### config.mk
export PLATFORM = sky130hd
export DESIGN_NAME = smae_store
export DESIGN_NICKNAME = d
export VERILOG_FILES = /design/src/smae_pkg.sv /design/src/smae_store.sv
export SDC_FILE = /design/constraint.sdc
export NUM_CORES = 2
export LEC_CHECK = 0
export BUFFER_PORTS_ARGS = -buffer_cell sky130_fd_sc_hd__buf_2
export CAP_MARGIN = 5
export CORE_ASPECT_RATIO = 1.25
export CORE_MARGIN = 4
export CORE_UTILIZATION = 29
export DETAILED_ROUTE_END_ITERATION = 7
export GPL_TIMING_DRIVEN = 0
export PLACE_DENSITY = 0.52
export SYNTH_ARGS = -nofsm -noshare
export SYNTH_HDL_FRONTEND = slang
export SYNTH_SLANG_ARGS = --single-unit
### constraint.sdc
create_clock -name clk -period 5.4 [get_ports clk]
set_clock_uncertainty 0.1 [all_clocks]
set_input_delay 0.81 -clock clk [delete_from_list [all_inputs] [get_ports clk]]
set_output_delay 0.81 -clock clk [all_outputs]
set_load 0.005 [all_outputs]
### src/smae_pkg.sv
// shared types and constants for the small matrix arithmetic engine
// no dependencies
package smae_pkg;

  localparam int MAX_DIM_DEF = 8;
  localparam int POS_W       = 3;
  localparam int DATA_W      = 32;
  localparam int DIMREG_W    = 4;
  localparam int OP_W        = 3;
  localparam int CFG_IDX_W   = 3;

  // operation codes held in op_mode
  typedef enum logic [OP_W-1:0] {
    OP_ADD = 3'd0,
    OP_SUB = 3'd1,
    OP_MUL = 3'd2,
    OP_TRA = 3'd3,
    OP_TRB = 3'd4
  } op_mode_t;

  // request action codes
  localparam logic [1:0] ACT_WR_A  = 2'd0;
  localparam logic [1:0] ACT_WR_B  = 2'd1;
  localparam logic [1:0] ACT_START = 2'd2;

  // configuration register indexes
  localparam logic [CFG_IDX_W-1:0] CFG_OP_MODE = 3'd0;
  localparam logic [CFG_IDX_W-1:0] CFG_ROWS_A  = 3'd1;
  localparam logic [CFG_IDX_W-1:0] CFG_COLS_A  = 3'd2;
  localparam logic [CFG_IDX_W-1:0] CFG_ROWS_B  = 3'd3;
  localparam logic [CFG_IDX_W-1:0] CFG_COLS_B  = 3'd4;

  localparam logic STATUS_OK  = 1'b0;
  localparam logic STATUS_ERR = 1'b1;

  typedef enum logic [2:0] {
    ST_IDLE,
    ST_ERR,
    ST_RUN,
    ST_WAIT,
    ST_EMIT
  } seq_state_t;

  // one issued term for the multiply-accumulate unit
  typedef struct packed {
    logic vld;
    logic first;
    logic last;
  } mac_ctrl_t;

endpackage

### src/smae_store.sv
// element storage for matrices a and b, one write and one registered read each
// depends on smae_pkg for its default size
module smae_store #(
  parameter int MAX_DIM = smae_pkg::MAX_DIM_DEF,
  localparam int IDX_W  = $clog2(MAX_DIM),
  localparam int DEPTH  = MAX_DIM * MAX_DIM,
  localparam int ADDR_W = $clog2(DEPTH)
) (
  input  logic              clk,
  input  logic              a_we,
  input  logic              b_we,
  input  logic [IDX_W-1:0]  w_row,
  input  logic [IDX_W-1:0]  w_col,
  input  logic [31:0]       w_data,
  input  logic [IDX_W-1:0]  a_row,
  input  logic [IDX_W-1:0]  a_col,
  input  logic [IDX_W-1:0]  b_row,
  input  logic [IDX_W-1:0]  b_col,
  output logic [31:0]       a_rdata,
  output logic [31:0]       b_rdata
);

  logic [31:0] mem_a [DEPTH];
  logic [31:0] mem_b [DEPTH];
  logic [ADDR_W-1:0] w_addr, a_addr, b_addr;

  assign w_addr = ADDR_W'(int'(w_row) * MAX_DIM + int'(w_col));
  assign a_addr = ADDR_W'(int'(a_row) * MAX_DIM + int'(a_col));
  assign b_addr = ADDR_W'(int'(b_row) * MAX_DIM + int'(b_col));

  always_ff @(posedge clk) begin
    if (a_we) begin
      mem_a[w_addr] <= w_data;
    end
    if (b_we) begin
      mem_b[w_addr] <= w_data;
    end
    a_rdata <= mem_a[a_addr];
    b_rdata <= mem_b[b_addr];
  end

endmodule

==> results.txt <==
Initial DRC Count: 10.6k
Synthesized flop and latch total: 4160
Cells on worst reg2reg path: 4
GRT Total Usage: 0.174
Netlist Area Pre-Place: 0.158 sq mm
Required @ worst endpoint: 6.07 ns
Most frequent cells in the layout: edfxtp_1, mux4_2, clkbuf_16
P_leak: 57.6 nW
Antenna violations before repair: 53
Crit-path most repeated cell: buf_2
Setup Viol. Count Final: 0
Ys Warns: 0
Final worst slack: 0.767 ns
Die ar.: 0.557 sq mm
Seq/Total Area, Yosys: 0.787
Power Total: 68.8 mW
Vias per inst: 5.16
Reg clk slew, reported paths: 0.06 ns
Resize count post-CTS: 0
Post-CTS setup repair buffer count: 0
Unrepaired setup endpoints after global routing: false
CTS Hold Bufs: 0
Die height: 833 um
Max-Slew Margin vs Limit: 0.0442
Hold/Removal Path Class: input port to flip-flop
Max Freq: 216 MHz
Layout cells sized above 1: 0.290
# nets final: 7595
P_int: 53.5 mW
Sequential power share: 0.521
Slowest CP cell: clkbuf_1
GP Congestion: 0.844
Die W: 668 um
Worst skew pair latency: 0.99 ns
WL final: 496000 um
Via count: 77.7k
Crit path cell chain: buf_2 > buf_2 > buf_2 > buf_2 > clkbuf_1 > clkbuf_1 > o211ai_1 > a21oi_1
Largest net degree at the start of global routing: 105
Switch share: 0.221
Area Overhead vs Synth: 17.9%
Cell count after synthesis: 6821
Period minus WS final: 4.63 ns
Endpoints failing hold: 0
VDD IR max: 0.269 mV
Worst Path Max Fanout: 10
Clock power share: 0.421
P_sw: 15.2 mW
CTS buffer count: 431
Clock Sinks: 4160
Vias in the first global route: 78.1k
Hold Path Stages: 1
Dpl hpwl: 330000 um
Commonest non-fill, non-tap cell in the layout: edfxtp_1
Main flop type after synthesis: edfxtp_1
Async SR Flop Fraction: 0
Overflow after GRT: 0
Syn_nets: 6874
Worst reg2reg setup slack: 2.44 ns
Clock Root Buffer: clkbuf_16
Syn Area/Cell: 23.2 sq um
Least-Margin Pin Slew: 1.43 ns
Status: finished, final reports clean
Count of cell types in the netlist: 53
Crit-path max cell delay: 1.02 ns
Gate power share: 0.058
Routed Antenna Nets: 0
Max-slew violations: 0
Power per Cell Area: 369 mW/mm^2
Wire length per cell: 32.9 um
DR pass1 iterations: 6
CP endpoint kind: flip-flop
CP arrival: 5.31 ns
CTS max path bufs: 4
CTS tree: done
Crit path launch type: input port
IO buf count: 99
CTS HTree Levels: 5
Drt drc: 0
Starting Density: 0.292
Final worst-path cycle share: 0.858
First-pass GRT wire length: 669000 um
Core area: 0.542 sq mm
Crit Path Class: input port to flip-flop
FP Rows: 302
EDFF count, synth: 4096
Setup WS pre-CTS: -0.158 ns
Boundary Pins: 117
Maxcap violations: 0
-- power by group through the flow --
stage | Sequential (mW) | Clock (mW) | Combinational (mW)
floorplan | 36.5 | 0 | 1.76
global placement | 36.6 | 0 | 3.79
detailed placement | 36.5 | 0 | 4.04
CTS | 35.8 | 29.3 | 4.05
global route | 35.8 | 30.7 | 4.15
finish | 35.8 | 28.9 | 4.02
-- final cells by class --
| type | instances | area, sq um |
|---|---|---|
| fillers | 50100 | 356000 |
| flip-flops and latches | 4160 | 124000 |
| multi-input cells | 2270 | 32800 |
| clock buffers | 557 | 11500 |
| well taps | 7144 | 8940 |
| repair buffers | 288 | 4710 |
| clock inverters | 231 | 2060 |
| plain buffers | 376 | 1900 |
| diodes | 29 | 72.6 |
| inverters | 15 | 56.3 |
-- registers in the layout (all words and copies together) (netlist names) --
signal	flops
mem_a	2048
b_rdata	32
mem_b	2048
a_rdata	32
-- stage by stage --
stage | area, sq um | cells | TNS (ns) | hold slack (ns) | utilization
final | 186000 | 15100 | 0 | 0.130 | 0.344
after CTS | 186000 | 15000 | 0 | 0.0641 | 0.344
after detailed placement | 173000 | 14300 | -0.379 | 0.939 | 0.319
after global placement | 167000 | 14100 | -2358.17 | 0.939 | 0.309
after floorplan | 158000 | 6821 | 0 | 0.645 | -
after global routing | 186000 | 15100 | 0 | 0.0961 | 0.344
-- cell families after synthesis --
logic type	count (synthesis)	synth area share
simple gates	500	0.0143
mux	1392	0.169
flops	4160	0.787
buf+inv	391	0.0123
compound gates	378	0.0175
-- Yosys cell counts, drive strengths merged (19+ instances only) --
cell type	instances	area share
dfxtp	64	0.0081
o2bb2a	19	0.0012
mux4	1019	0.15
clkbuf	142	0.0034
o22ai	62	0.0025
nand4	25	0.00099
mux2i	322	0.020
nand3	25	0.00079
a211oi	31	0.0016
mux2	51	0.0036
nor3	23	0.00073
buf	234	0.0086
nand2	192	0.0046
nor2b	37	0.0015
o211ai	52	0.0025
a21oi	42	0.0013
edfxtp	4096	0.78
a22oi	121	0.0057
nor2	158	0.0038
-- metal layers --
layer,vias to the layer above,global-route usage,part of all wire
li1,30600,-,-
met1,42600,0.226,0.39
met2,3730,0.294,0.50
met3,787,0.0304,0.077
met4,20,0.0575,0.037
met5,-,0,0.00026
-- critical path, delay by kind of cell --
family	cells	cell delay (ns)
AOI/OAI and AO/OA	2	1.12
buffers and inverters	6	3.31
-- worst paths after layout --
kind,startpoint,end
max,b_row[0],b_rdata[26]
min reg2reg,mem_a[48][5],a_rdata[5]
min,w_data[27],mem_a[49][27]
max reg2reg,mem_a[15][4],a_rdata[4]
(Power assumes the default switching activity.)
