==> config.mk <==
export PLATFORM = sky130hd
export DESIGN_NAME = smae_seq
export DESIGN_NICKNAME = d
export VERILOG_FILES = /design/src/smae_pkg.sv /design/src/smae_seq.sv
export SDC_FILE = /design/constraint.sdc
export NUM_CORES = 1
export LEC_CHECK = 0
export BUFFER_PORTS_ARGS = -buffer_cell sky130_fd_sc_hd__buf_2
export CELL_PAD_IN_SITES_DETAIL_PLACEMENT = 1
export CELL_PAD_IN_SITES_GLOBAL_PLACEMENT = 1
export CORE_UTILIZATION = 30
export CTS_CLUSTER_SIZE = 28
export DETAILED_ROUTE_END_ITERATION = 7
export PLACE_DENSITY = 0.76
export SKIP_CTS_REPAIR_TIMING = 1
export SLEW_MARGIN = 10
export SYNTH_ARGS = -nofsm -noshare
export SYNTH_HDL_FRONTEND = slang
export SYNTH_SLANG_ARGS = --single-unit
==> constraint.sdc <==
create_clock -name clk -period 10.5 [get_ports clk]
set_input_delay 0.525 -clock clk [delete_from_list [all_inputs] [get_ports clk]]
set_output_delay 0.525 -clock clk [all_outputs]
set_load 0.02 [all_outputs]
==> src/smae_pkg.sv <==
// shared types and constants for the small matrix arithmetic engine
// no dependencies
package smae_pkg;

  localparam int MAX_DIM_DEF = 8;
  localparam int POS_W       = 3;
  localparam int DATA_W      = 32;
  localparam int DIMREG_W    = 4;
  localparam int OP_W        = 3;
  localparam int CFG_IDX_W   = 3;

  // operation codes held in op_mode
  typedef enum logic [OP_W-1:0] {
    OP_ADD = 3'd0,
    OP_SUB = 3'd1,
    OP_MUL = 3'd2,
    OP_TRA = 3'd3,
    OP_TRB = 3'd4
  } op_mode_t;

  // request action codes
  localparam logic [1:0] ACT_WR_A  = 2'd0;
  localparam logic [1:0] ACT_WR_B  = 2'd1;
  localparam logic [1:0] ACT_START = 2'd2;

  // configuration register indexes
  localparam logic [CFG_IDX_W-1:0] CFG_OP_MODE = 3'd0;
  localparam logic [CFG_IDX_W-1:0] CFG_ROWS_A  = 3'd1;
  localparam logic [CFG_IDX_W-1:0] CFG_COLS_A  = 3'd2;
  localparam logic [CFG_IDX_W-1:0] CFG_ROWS_B  = 3'd3;
  localparam logic [CFG_IDX_W-1:0] CFG_COLS_B  = 3'd4;

  localparam logic STATUS_OK  = 1'b0;
  localparam logic STATUS_ERR = 1'b1;

  typedef enum logic [2:0] {
    ST_IDLE,
    ST_ERR,
    ST_RUN,
    ST_WAIT,
    ST_EMIT
  } seq_state_t;

  // one issued term for the multiply-accumulate unit
  typedef struct packed {
    logic vld;
    logic first;
    logic last;
  } mac_ctrl_t;

endpackage

==> src/smae_seq.sv <==
// sequencer: walks result elements and inner terms, owns the result register
// depends on smae_pkg
module smae_seq #(
  parameter int MAX_DIM = smae_pkg::MAX_DIM_DEF,
  localparam int IDX_W  = $clog2(MAX_DIM),
  localparam int DIM_W  = $clog2(MAX_DIM + 1)
) (
  input  logic                 clk,
  input  logic                 rst,
  input  logic                 start,
  input  logic [2:0]           op_mode,
  input  logic [DIM_W-1:0]     ra,
  input  logic [DIM_W-1:0]     ca,
  input  logic [DIM_W-1:0]     rb,
  input  logic [DIM_W-1:0]     cb,
  output logic                 idle,
  output logic [2:0]           alu_op,
  output smae_pkg::mac_ctrl_t  issue,
  output logic [IDX_W-1:0]     a_row,
  output logic [IDX_W-1:0]     a_col,
  output logic [IDX_W-1:0]     b_row,
  output logic [IDX_W-1:0]     b_col,
  input  logic                 done,
  input  logic [31:0]          acc,
  output logic                 out_valid,
  input  logic                 out_ready,
  output logic [2:0]           res_row,
  output logic [2:0]           res_col,
  output logic signed [31:0]   res_value,
  output logic                 status,
  output logic                 last
);

  smae_pkg::seq_state_t state, state_next;
  logic [2:0]       op_r, op_r_next;
  logic [DIM_W-1:0] nr, nr_next, nc, nc_next, kn, kn_next;
  logic [IDX_W-1:0] i, i_next, j, j_next, k, k_next;
  logic             out_valid_next, out_free, load;
  logic [2:0]       ld_row, ld_col;
  logic [31:0]      ld_value;
  logic             ld_status, ld_last;
  logic             st_err;
  logic [DIM_W-1:0] st_nr, st_nc, st_kn;
  logic             row_end, col_end;

  assign idle     = (state == smae_pkg::ST_IDLE);
  assign alu_op   = op_r;
  assign out_free = !out_valid || out_ready;
  assign col_end  = (DIM_W'(j) + DIM_W'(1)) == nc;
  assign row_end  = (DIM_W'(i) + DIM_W'(1)) == nr;

  // result shape and dimension check for a start request
  always_comb begin
    st_err = 1'b0;
    st_nr  = ra;
    st_nc  = ca;
    st_kn  = DIM_W'(1);
    case (op_mode)
      smae_pkg::OP_ADD, smae_pkg::OP_SUB: begin
        st_err = (ra != rb) || (ca != cb);
      end
      smae_pkg::OP_MUL: begin
        st_err = (ca != rb);
        st_nc  = cb;
        st_kn  = ca;
      end
      smae_pkg::OP_TRA: begin
        st_nr = ca;
        st_nc = ra;
      end
      smae_pkg::OP_TRB: begin
        st_nr = cb;
        st_nc = rb;
      end
      default: st_err = 1'b1;
    endcase
  end

  // read addresses for the current term
  always_comb begin
    a_row = i;
    a_col = j;
    b_row = i;
    b_col = j;
    case (op_r)
      smae_pkg::OP_MUL: begin
        a_col = k;
        b_row = k;
      end
      smae_pkg::OP_TRA, smae_pkg::OP_TRB: begin
        a_row = j;
        a_col = i;
        b_row = j;
        b_col = i;
      end
      default: ;
    endcase
  end

  always_comb begin
    state_next = state;
    op_r_next  = op_r;
    nr_next    = nr;
    nc_next    = nc;
    kn_next    = kn;
    i_next     = i;
    j_next     = j;
    k_next     = k;
    issue      = '0;
    load       = 1'b0;
    ld_row     = 3'(i);
    ld_col     = 3'(j);
    ld_value   = acc;
    ld_status  = smae_pkg::STATUS_OK;
    ld_last    = row_end && col_end;
    case (state)
      smae_pkg::ST_IDLE: begin
        if (start) begin
          op_r_next  = op_mode;
          nr_next    = st_nr;
          nc_next    = st_nc;
          kn_next    = st_kn;
          i_next     = '0;
          j_next     = '0;
          k_next     = '0;
          state_next = st_err ? smae_pkg::ST_ERR : smae_pkg::ST_RUN;
        end
      end
      smae_pkg::ST_ERR: begin
        ld_row    = '0;
        ld_col    = '0;
        ld_value  = '0;
        ld_status = smae_pkg::STATUS_ERR;
        ld_last   = 1'b1;
        if (out_free) begin
          load       = 1'b1;
          state_next = smae_pkg::ST_IDLE;
        end
      end
      smae_pkg::ST_RUN: begin
        issue.vld   = 1'b1;
        issue.first = (k == '0);
        issue.last  = (DIM_W'(k) + DIM_W'(1)) == kn;
        if (issue.last) begin
          k_next     = '0;
          state_next = smae_pkg::ST_WAIT;
        end else begin
          k_next = IDX_W'(k + IDX_W'(1));
        end
      end
      smae_pkg::ST_WAIT: begin
        if (done) begin
          state_next = smae_pkg::ST_EMIT;
        end
      end
      smae_pkg::ST_EMIT: begin
        if (out_free) begin
          load = 1'b1;
          if (row_end && col_end) begin
            state_next = smae_pkg::ST_IDLE;
          end else begin
            state_next = smae_pkg::ST_RUN;
            if (col_end) begin
              j_next = '0;
              i_next = IDX_W'(i + IDX_W'(1));
            end else begin
              j_next = IDX_W'(j + IDX_W'(1));
            end
          end
        end
      end
      default: state_next = smae_pkg::ST_IDLE;
    endcase
  end

  assign out_valid_next = load ? 1'b1 : (out_ready ? 1'b0 : out_valid);

  always_ff @(posedge clk) begin
    if (rst) begin
      state     <= smae_pkg::ST_IDLE;
      out_valid <= 1'b0;
    end else begin
      state     <= state_next;
      out_valid <= out_valid_next;
    end
  end

  always_ff @(posedge clk) begin
    op_r <= op_r_next;
    nr   <= nr_next;
    nc   <= nc_next;
    kn   <= kn_next;
    i    <= i_next;
    j    <= j_next;
    k    <= k_next;
    if (load) begin
      res_row   <= ld_row;
      res_col   <= ld_col;
      res_value <= ld_value;
      status    <= ld_status;
      last      <= ld_last;
    end
  end

endmodule

==> impl_metrics.ini <==
[run_status]
outcome = finished, final reports clean

[floorplan]
io_pins = 116
die-area_um2 = 12700
rows = 40
fp.dieH_um = 113
start_util_pct = 30.7
core_um2 = 12000
fp.dieW_um = 113

[min_path]
hold_class = primary input to register
worstHoldStart = rst
whs_path_depth = 2
min_to = out_valid

[power_and_ir_drop]
max-vdd-ir-drop_mv = 0.0866
swShare_pct = 34.4
p_leak_nw = 1.89
p_int_uw = 643
p_seq_share_pct = 41.5
p_total_uw = 979
comb_power_share_pct = 30.4
pwr-share-clk_pct = 28.0
p_sw_uw = 337
powerDensity_nw_per_um2 = 210

[layout]
nets = 496
area_delta_synth_final_pct = 26.4
antenna_cells = 0
final_util_pct = 38.8
stdcell_count = 587
design_area_um2 = 4660
drive_gt1_share_pct = 34.3

[timing]
finalHoldViolCount = 0
skew_ns = 0.00395
relSlewSlack_pct = 21.0
setup_violations = 0
slew_violations = 0
setup_slack_ns = 7.63
finalCritPeriodShare_pct = 27.3
clock.fmax_mhz = 348
tightest_slew_ns = 1.19
timing.hold.ws_ns = 0.434
rsz0062_at_grt = no
fin_crit_ns = 2.87
tns_ns = 0

[synth]
synthesis.area_um2 = 3690
synth_ff_type = edfxtp_1
synth-edff-count = 64
async_flop_share_pct = 0
yosysWarnings = 0
syn_area_per_cell_um2 = 11.2
synth_cells = 330
ys_ff_latch = 68
synth_cell_type_count = 49
synth_nets = 390
synth-seq-area-share_pct = 54.3

[placement]
place_area_um2 = 4370
portBuffers = 115
placed_cells = 571
dp_slack_ns = 7.43
place_hpwl_um = 6870
routabilityCongestion = 0.816

[grt]
grt_pass1_vias = 2900
grt_pass1_wl_um = 14500
grt.total_usage_pct = 14.6
grt_overflow_total = 0
antenna_found_initial = 0
grt_max_degree = 43

[setup_path]
r2r-end = res_value[16]
reg2regPathDepth = 4
critPathKind = register to primary output
crit_fanout = 5
start_kind = register
cp.required_ns = 9.98
r2r_start = state[2]
arrival_ns = 2.34
end_kind = primary output
ff2ff_setup_slack_ns = 7.75

[detailed_routing]
drtPass1Iterations = 4
drc = 0
wl_per_cell_um = 15.8
viasPerCell = 4.93
vias = 2892
wirelength_um = 9260
first_iter_violations = 250
antenna_left = 0

[cts]
clk_pin_slew_ns = 0.06
cts_tree = built
clkLatencyLatePin_ns = 0.33
htreeDepth = 3
cts_buffer_depth = 2
cts_buffers = 9
cts_sinks = 68
root_buffer = clkbuf_16

[run]
max_cap_violations = 0
## layer usage
| layer | track usage [%] | share of wire (%) | up-vias |
|---|---|---|---|
| met4 | 4.89 | 1.4 | 0 |
| met2 | 25.6 | 48 | 106 |
| met3 | 3.32 | 5.6 | 10 |
| met1 | 17.6 | 45 | 1383 |
| li1 | - | - | 1393 |
| met5 | 0 | 0 | - |
## synthesized netlist by cell type, types with 2 or more instances
cell type  number  area share [%]
a32o_1          2            0.54
a31oi_1         3            0.51
o22a_1          3            0.71
nand2_1        20             2.0
edfxtp_1       64              52
and3_1          2            0.34
nor2b_1         6             1.0
inv_1           8            0.81
or3_1           4            0.68
o21ai_0        21             2.9
xnor2_1        13             3.1
nor4_1          2            0.34
nor2_1         22             2.2
xor2_1          8             1.9
dfxtp_1         4             2.2
nor3b_1         2            0.41
nand2b_1       10             1.7
a21o_1          2            0.41
clkbuf_1       16             1.6
mux2_2          7             2.1
o22ai_1         7             1.2
o221a_2         2            0.61
and2_1         44             7.5
buf_2           3            0.41
o2111ai_1       2            0.48
or2_2           4            0.68
mux2i_1         9             2.4
o211a_1         2            0.54
a211oi_1        2            0.41
ha_1            4             1.4
a21oi_1         9             1.2
nand4_1         3            0.51
nor3_1          4            0.54
## power by group through the flow
stage               clock network, mW  logic (mW)  registers, mW
floorplan                           0       0.183          0.430
global placement                    0       0.285          0.410
detailed placement                  0       0.294          0.414
CTS                             0.279       0.296          0.408
global route                    0.290       0.325          0.413
finish                          0.274       0.298          0.407
## placed cells by master (no fill, tap or decap), drive strengths merged, types with 6 or more instances in the layout
master / n
a21oi: 9
and2: 45
buf: 116
clkbuf: 9
edfxtp: 64
inv: 8
mux2: 7
mux2i: 9
nand2: 20
nand2b: 11
nor2: 22
nor2b: 6
o21ai: 21
o22ai: 7
xnor2: 13
xor2: 8
## cell families after synthesis
group | share of synthesized area, %
and+or+nand+nor | 18.9
DFF | 54.3
AOI/OAI and AO/OA | 11.9
buffers and inverters | 3.29
xor gates and xnor gates | 5.63
muxes | 4.58
adders and majority gates | 1.36
## how the worst max path moves through the flow
| stage | start | endpoint | slack [ns] | depth (start not counted) |
|---|---|---|---|---|
| after floorplan | state[0] | last | 6.08 | 5 |
| after global placement | state[2] | res_value[16] | 7.59 | 3 |
| after detailed placement | state[2] | res_value[17] | 7.43 | 3 |
| after CTS | state[2] | res_value[7] | 7.42 | 3 |
| after global routing | k[0] | issue[0] | 7.47 | 6 |
| final | k[0] | issue[0] | 7.63 | 6 |
## sequential cells by signal, indices dropped and copies added, names as in the netlist
signal and count:
res_col 3, kn 4, nc 4, res_value 32
state 3, last 1, alu_op 3, j 3
status 1, res_row 3, out_valid 1, i 3
nr 4, k 3
## cell type report
class	count	area (um^2)
clock buffers	9	225
clock inverters	6	42.5
fillers	1389	7350
inverters	8	30.0
multi-input cells	233	1570
flip-flops and latches	68	2000
well taps	147	184
repair buffers	116	603
## critical path: stages (launching register included)
cell and delay (ns):
edfxtp_1 0.47, ha_1 0.28, xor2_1 0.18, or3_1 0.33, a221oi_2 0.40, and2_2 0.20, buf_2 0.15
(Power assumes the default switching activity.)
