$ cat src/smae_pkg.sv
// shared types and constants for the small matrix arithmetic engine
// no dependencies
package smae_pkg;

  localparam int MAX_DIM_DEF = 8;
  localparam int POS_W       = 3;
  localparam int DATA_W      = 32;
  localparam int DIMREG_W    = 4;
  localparam int OP_W        = 3;
  localparam int CFG_IDX_W   = 3;

  // operation codes held in op_mode
  typedef enum logic [OP_W-1:0] {
    OP_ADD = 3'd0,
    OP_SUB = 3'd1,
    OP_MUL = 3'd2,
    OP_TRA = 3'd3,
    OP_TRB = 3'd4
  } op_mode_t;

  // request action codes
  localparam logic [1:0] ACT_WR_A  = 2'd0;
  localparam logic [1:0] ACT_WR_B  = 2'd1;
  localparam logic [1:0] ACT_START = 2'd2;

  // configuration register indexes
  localparam logic [CFG_IDX_W-1:0] CFG_OP_MODE = 3'd0;
  localparam logic [CFG_IDX_W-1:0] CFG_ROWS_A  = 3'd1;
  localparam logic [CFG_IDX_W-1:0] CFG_COLS_A  = 3'd2;
  localparam logic [CFG_IDX_W-1:0] CFG_ROWS_B  = 3'd3;
  localparam logic [CFG_IDX_W-1:0] CFG_COLS_B  = 3'd4;

  localparam logic STATUS_OK  = 1'b0;
  localparam logic STATUS_ERR = 1'b1;

  typedef enum logic [2:0] {
    ST_IDLE,
    ST_ERR,
    ST_RUN,
    ST_WAIT,
    ST_EMIT
  } seq_state_t;

  // one issued term for the multiply-accumulate unit
  typedef struct packed {
    logic vld;
    logic first;
    logic last;
  } mac_ctrl_t;

endpackage

$ cat src/smae_alu.sv
// shared arithmetic unit: combine stage (add, sub, multiply, pass) and accumulator
// depends on smae_pkg
module smae_alu (
  input  logic                  clk,
  input  logic                  rst,
  input  logic [2:0]            op,
  input  smae_pkg::mac_ctrl_t   issue,
  input  logic [31:0]           a_rdata,
  input  logic [31:0]           b_rdata,
  output logic                  done,
  output logic [31:0]           acc
);

  smae_pkg::mac_ctrl_t rd_ctrl, p_ctrl;
  logic [31:0] prod, prod_next, acc_next;

  always_comb begin
    case (op)
      smae_pkg::OP_ADD: prod_next = a_rdata + b_rdata;
      smae_pkg::OP_SUB: prod_next = a_rdata - b_rdata;
      smae_pkg::OP_MUL: prod_next = 32'(a_rdata * b_rdata);
      smae_pkg::OP_TRA: prod_next = a_rdata;
      smae_pkg::OP_TRB: prod_next = b_rdata;
      default:          prod_next = '0;
    endcase
  end

  assign acc_next = (p_ctrl.first ? 32'd0 : acc) + prod;

  always_ff @(posedge clk) begin
    if (rst) begin
      rd_ctrl <= '0;
      p_ctrl  <= '0;
      done    <= 1'b0;
    end else begin
      rd_ctrl <= issue;
      p_ctrl  <= rd_ctrl;
      done    <= p_ctrl.vld & p_ctrl.last;
    end
  end

  always_ff @(posedge clk) begin
    if (rd_ctrl.vld) begin
      prod <= prod_next;
    end
    if (p_ctrl.vld) begin
      acc <= acc_next;
    end
  end

endmodule

$ cat config.mk
export PLATFORM = sky130hd
export DESIGN_NAME = smae_alu
export DESIGN_NICKNAME = d
export VERILOG_FILES = /design/src/smae_pkg.sv /design/src/smae_alu.sv
export SDC_FILE = /design/constraint.sdc
export NUM_CORES = 1
export LEC_CHECK = 0
export ABC_AREA = 1
export BUFFER_PORTS_ARGS = -buffer_cell sky130_fd_sc_hd__buf_2
export CAP_MARGIN = 25
export CORE_MARGIN = 8
export CORE_UTILIZATION = 50
export CTS_BUF_LIST = sky130_fd_sc_hd__clkbuf_8
export DETAILED_ROUTE_END_ITERATION = 10
export PLACE_DENSITY = 0.67
export REMOVE_ABC_BUFFERS = 1
export SETUP_SLACK_MARGIN = 0.3
export SYNTH_ARGS = -nofsm -noshare
export SYNTH_HDL_FRONTEND = slang
export SYNTH_SLANG_ARGS = --single-unit
$ cat constraint.sdc
create_clock -name clk -period 20.6 [get_ports clk]
set_clock_uncertainty 0.2 [all_clocks]
set_input_delay 1.03 -clock clk [delete_from_list [all_inputs] [get_ports clk]]
set_output_delay 1.03 -clock clk [all_outputs]
set_load 0.01 [all_outputs]
==> results of run 1 <==
-- metrics by stage --
step / setup WS (ns) / instance area (um^2) / std cells
5_1_grt: 12.36 / 25230 / 3959
6_report: 12.81 / 25240 / 3962
2_1_floorplan: 13.50 / 23640 / 3218
3_3_place_gp: 12.58 / 24980 / 3943
4_1_cts: 12.91 / 25230 / 3959
3_5_place_dp: 12.53 / 24980 / 3943
-- critical path, cell delays in order --
cell	delay, ns
buf_2	0.59
nand2_1	0.17
fa_1	0.42
inv_1	0.07
fa_1	0.43
fa_1	0.53
inv_1	0.05
fa_1	0.47
inv_1	0.05
fa_1	0.50
inv_1	0.06
fa_1	0.53
inv_1	0.06
fa_1	0.49
fa_1	0.41
ha_1	0.41
nand2_1	0.10
nor2_1	0.16
inv_1	0.07
nor3_1	0.21
nand3_1	0.12
nand3_1	0.16
nand2_1	0.08
o211ai_1	0.13
a21oi_1	0.09
o21ai_0	0.14
nand3_1	0.12
-- kinds of logic (layout without fill, tap and decap cells) --
kind of cell / count (synthesis) / count (layout) / synth area share
simple gates: 1235 / 1235 / 0.2088
buf+inv: 1065 / 1055 / 0.1671
fa+ha+maj: 597 / 597 / 0.4359
compound gates: 307 / 307 / 0.07409
xor+xnor: 79 / 79 / 0.02890
flops: 71 / 71 / 0.08521
other cells: 0 / 3 / 0
-- registers in the layout (all words and copies together) (netlist names) --
register  flops
done          1
prod         32
rd_ctrl       3
acc          32
p_ctrl        3
-- cells in the mapped netlist, types with 6 or more instances --
| cell | count |
|---|---|
| buf_2 | 24 |
| o21ai_1 | 6 |
| inv_1 | 927 |
| xor2_1 | 60 |
| edfxtp_1 | 64 |
| buf_1 | 25 |
| o2111ai_1 | 13 |
| a21o_1 | 19 |
| a21oi_1 | 124 |
| nor2_1 | 127 |
| nand3_1 | 97 |
| or2_2 | 11 |
| dfxtp_1 | 7 |
| clkbuf_1 | 84 |
| nor3_1 | 26 |
| ha_1 | 187 |
| o21ai_0 | 91 |
| nand2_1 | 903 |
| o21bai_1 | 14 |
| nand3b_1 | 14 |
| nand4_1 | 34 |
| fa_1 | 410 |
| xnor2_1 | 18 |
-- final timing paths --
| kind | startpoint | to | slack, ns | depth (start not counted) |
|---|---|---|---|---|
| max | b_rdata[9] | prod[27] | 12.81 | 27 |
| min | rd_ctrl[0] | p_ctrl[0] | 0.20 | 2 |
| max reg2reg | p_ctrl[1] | acc[27] | 17.42 | 14 |
| min reg2reg | rd_ctrl[0] | p_ctrl[0] | 0.20 | 2 |
-- layer usage --
layer | share of wire | global-route usage
met1 | 0.41 | 0.3219
met2 | 0.48 | 0.4369
met3 | 0.065 | 0.03008
met4 | 0.039 | 0.08723
met5 | 0 | 0
-- area by class of cell --
| class | count | area (um^2) | share of cell area |
|---|---|---|---|
| antenna | 3 | 7.507 | 0.0002975 |
| clock buffer | 10 | 137.6 | 0.005454 |
| clock inverter | 6 | 108.9 | 0.004313 |
| inverter | 929 | 3487 | 0.1382 |
| multi-input combinational | 2218 | 18100 | 0.7172 |
| sequential | 71 | 2062 | 0.08171 |
| tap | 615 | 769.5 | 0.03049 |
| timing repair buffer | 110 | 565.5 | 0.02241 |
==> reports/metrics.cfg, run 1 <==
[timing]
fin_setup_tns_ns = 0
rsz0062_at_grt = false
finalCriticalPeriod_ns = 7.787
worstMarginPinSlew_ns = 0.9332
maxSlewHeadroom = 0.3779
hold_viol_final = 0
fmax_mhz = 128.4
holdWs_ns = 0.2029
finalCritPeriodShare = 0.3780
setup_viol = 0
final_max_slew_viol_count = 0

[clocking]
cts_max_level = 3
clk_latency_ns = 0.35
clkTransAtPathRegs_ns = 0.09
cts.sinks = 71
cts_inserted_buffers = 9
cts_tree = yes
clockBufferDepth = 2
cts_resized = 0
root_buffer = clkbuf_8
hold_buffers = 0
cts_setup_buffers = 0

[drt]
viasPerCell = 5.192
drc = 0
wl_per_cell_um = 17.31
vias = 20572
wl_um = 68590
drt_iter0_markers = 1643
ant_nets = 0
dr.pass1.iters = 5

[yosys]
async_flop_share = 0
ys_warn_count = 0
synthTopCellsByArea = fa_1 (34%), inv_1 (14%), nand2_1 (14%)
synth_area_um2 = 24200
synth_ff_type = edfxtp_1
synth_cells = 3354
synth_top_area_share = 0.3392
synth_seq_cells = 71
yosysTopAreaCell = fa_1
ys_seq_area_frac = 0.08521
synth_cell_types = 58
synth-edff-count = 64
syn_avg_cell_area_um2 = 7.215

[global_routing]
grt_pass1_vias = 21247
grt.overflow.total = 0
grt_max_degree = 38
antenna_found_initial = 3
grt_use_total = 0.2516
grt_pass1_wl_um = 112800

[floorplan]
die_y_um = 236.0
start_util = 0.5068
io_pins = 105
die_w_um = 236.0
coreArea_um2 = 47750
die-area_um2 = 55690
rows = 80

[place]
place_hpwl_um = 54510
port_buffers = 104
routabilityCongestion = 0.9540

[setup_path]
crit_path_start_kind = primary input
path_class = in -> reg
required_ns = 20.51
critical_path_peak_fanout = 27
arrival_ns = 7.69
critPathCaptureType = register

[final_layout]
fill_cells = 4662
layout_commonest_cell = inv_1
syn_to_final_growth_pct = 4.286
num-nets-final = 4008
drive_above_1_share = 0.04904
final_core_util = 0.5286
final_cell_mix = inv_1 (928), nand2_1 (903), fa_1 (410), ha_1 (187), nor2_1 (127)

[job]
maxCapViolations = 0

[status]
status = finished clean

[worst_hold_path]
hp-class = reg -> reg

Power of run 1 is not shown: default switching activity piles up to over one toggle a cycle in this logic, so the estimate is an artifact.
==> run 2: changes to the inputs <==
ABC_AREA = 0   (was 1)
clock period = 7.3 ns   (was 20.6 ns; I/O delays follow)
==> reports/metrics.cfg, run 2 <==
[global_routing]
grt_use_total = 0.2728  ; +0.02118
grt_max_degree = 34  ; -11%
grt_pass1_wl_um = 109700  ; -2.7%
grt_pass1_vias = 20492  ; -3.6%
met1_usage = 0.3422  ; +0.02033
met2_usage = 0.4680  ; +0.03114
antenna_found_initial = 5  ; +2
grt.overflow.total = 0  ; unchanged
grtUsageMet3 = 0.04998  ; +0.01990
grt_busiest_layer = met2

[clocking]
clk_latency_ns = 0.34  ; about the same
cts_tree = yes
cts_inserted_buffers = 9  ; unchanged
clkTransAtPathRegs_ns = 0.07  ; -0.02 ns
cts_max_level = 3  ; unchanged
cts.sinks = 71  ; unchanged
root_buffer = clkbuf_8
clockBufferDepth = 2  ; unchanged
hold_buffers = 0  ; unchanged

[yosys]
synth_area_um2 = 22360  ; -7.6%
ys_warn_count = 0  ; unchanged
synth_top_area_share = 0.3670  ; +0.02784
synth_cells = 2483  ; -26%
syn_avg_cell_area_um2 = 9.007  ; +25%
synth_cell_types = 69  ; +19%
synth.most_common_cell = fa_1
ys_seq_area_frac = 0.09220  ; +0.006993
async_flop_share = 0  ; unchanged
yosysTopAreaCell = fa_1
synth_ff_type = edfxtp_1
synthTopCellsByArea = fa_1 (37%), ha_1 (10%), and2_1 (8.7%)
synth_seq_cells = 71  ; unchanged
yosys-top-cells-count = fa_1 (410), inv_1 (406), and2_1 (310)
synth-edff-count = 64  ; unchanged

[timing]
fmax_mhz = 132.7
finalCriticalPeriod_ns = 7.537
maxSlewHeadroom = 0.3671  ; -0.01073
setup_viol = 5  ; +5
fin_setup_tns_ns = -0.7998  ; -0.7998 ns
hold_viol_final = 0  ; unchanged
worstMarginPinSlew_ns = 0.9458  ; +0.01261 ns
rsz0062_at_grt = true
final_max_slew_viol_count = 0  ; unchanged
setup_slack_ns = -0.2369  ; -13.05 ns
finalCritPeriodShare = 1.032

[setup_path]
arrival_ns = 7.40  ; -0.29 ns
slowest_delay_ns = 0.57  ; -0.02 ns
critical_path_peak_fanout = 8  ; -70%
crit_path_start_kind = primary input
path_class = in -> reg
slowest_stage = fa_1
required_ns = 7.16  ; -13.35 ns
critPathCaptureType = register

[drt]
ant_nets = 0  ; unchanged
drc = 0  ; unchanged
wl_per_cell_um = 21.05  ; +22%
viasPerCell = 5.623  ; +8.3%
drt_iter0_markers = 1320  ; -20%
vias = 18499  ; -10%
wl_um = 69250  ; +0.97%
dr.pass1.iters = 6  ; +1

[floorplan]
coreArea_um2 = 44220  ; -7.4%
die_w_um = 227.5  ; -3.6%
rows = 77  ; -3.8%
start_util = 0.5057  ; -0.001110
io_pins = 105  ; unchanged
die-area_um2 = 51750  ; -7.1%
die_y_um = 227.5  ; -3.6%

[final_layout]
final_area_um2 = 25780  ; +2.1%
top_regs = acc x32, prod x32
num-nets-final = 3359  ; -16%
final_core_util = 0.5829  ; +0.05432
drive_above_1_share = 0.1622  ; +0.1131
final_cell_mix = fa_1 (403), inv_1 (399), and2_1 (293), nand2_1 (268), buf_4 (182)
syn_to_final_growth_pct = 15.26
layout_commonest_cell = fa_1

[job]
maxCapViolations = 0  ; unchanged

[place]
port_buffers = 104  ; unchanged
dpl_cell_area_um2 = 24520  ; -1.9%
routabilityCongestion = 0.9507  ; -0.35%
place_hpwl_um = 57770  ; +6.0%

[status]
failed_checks = setup timing
status = complete, but fails checks

[worst_hold_path]
hp-class = in -> reg

==> run 2: stage by stage <==
stage	setup slack (ns)	hold slack, ns	cells
finish	-0.2369	0.04831	3290
global route	-0.3875	0.05175	3288
CTS	-0.1482	0.03687	3279
detailed placement	-0.7990	0.2026	3223
global placement	-0.5912	0.1983	3223
floorplan	-0.1182	0.1952	2347
==> run 2: what timing repair did <==
action | 4_1_cts | 5_1_grt
pin swaps | 82 | 33
endpoints found under the setup margin | 9 | 15
buffers inserted | 40 | 8
gates resized for setup | 129 | 51
==> run 2: worst max-delay path: cells and delay by family <==
| family | cells | cell delay [ns] |
|---|---|---|
| AND/OR/NAND/NOR | 3 | 0.33 |
| adder cells (fa/ha/maj) | 9 | 4.37 |
| XOR/XNOR | 1 | 0.09 |
| AO/OA/AOI/OAI | 4 | 0.92 |
| buffers and inverters | 13 | 1.29 |
==> run 2: area by class of cell <==
type / count / area [um^2]
multi-input combinational: 1870 / 18630
timing repair buffer: 332 / 2615
clock buffer: 11 / 151.4
inverter: 406 / 1524
sequential: 71 / 2062
fill: 3839 / 18450
tap: 592 / 740.7
clock inverter: 5 / 48.80
antenna: 3 / 7.507
==> run 2: worst paths after layout <==
path | from | to | cells after the start | slack (ns)
setup / recovery | a_rdata[16] | prod[25] | 30 | -0.24
hold reg to reg | p_ctrl[0] | done | 2 | 0.21
hold / removal | issue[1] | rd_ctrl[1] | 2 | 0.05
setup reg to reg | p_ctrl[1] | acc[30] | 15 | 3.43
==> run 2: layer usage <==
metal,part of all wire,vias to the layer above
met5,0.00056,-
met4,0.043,6
met3,0.083,201
met2,0.48,788
met1,0.40,9333
li1,-,8171
==> run 2: kinds of logic after synthesis <==
logic type                 Yosys count  share of synthesized area
buffers and inverters              542                    0.09114
AOI/OAI and AO/OA                  303                    0.09008
and+or+nand+nor                    791                     0.1843
DFF                                 71                    0.09220
muxes                                9                   0.004028
adders and majority gates          597                     0.4716
xor gates and xnor gates           170                    0.06658
Power of run 2 is left out for the same reason.
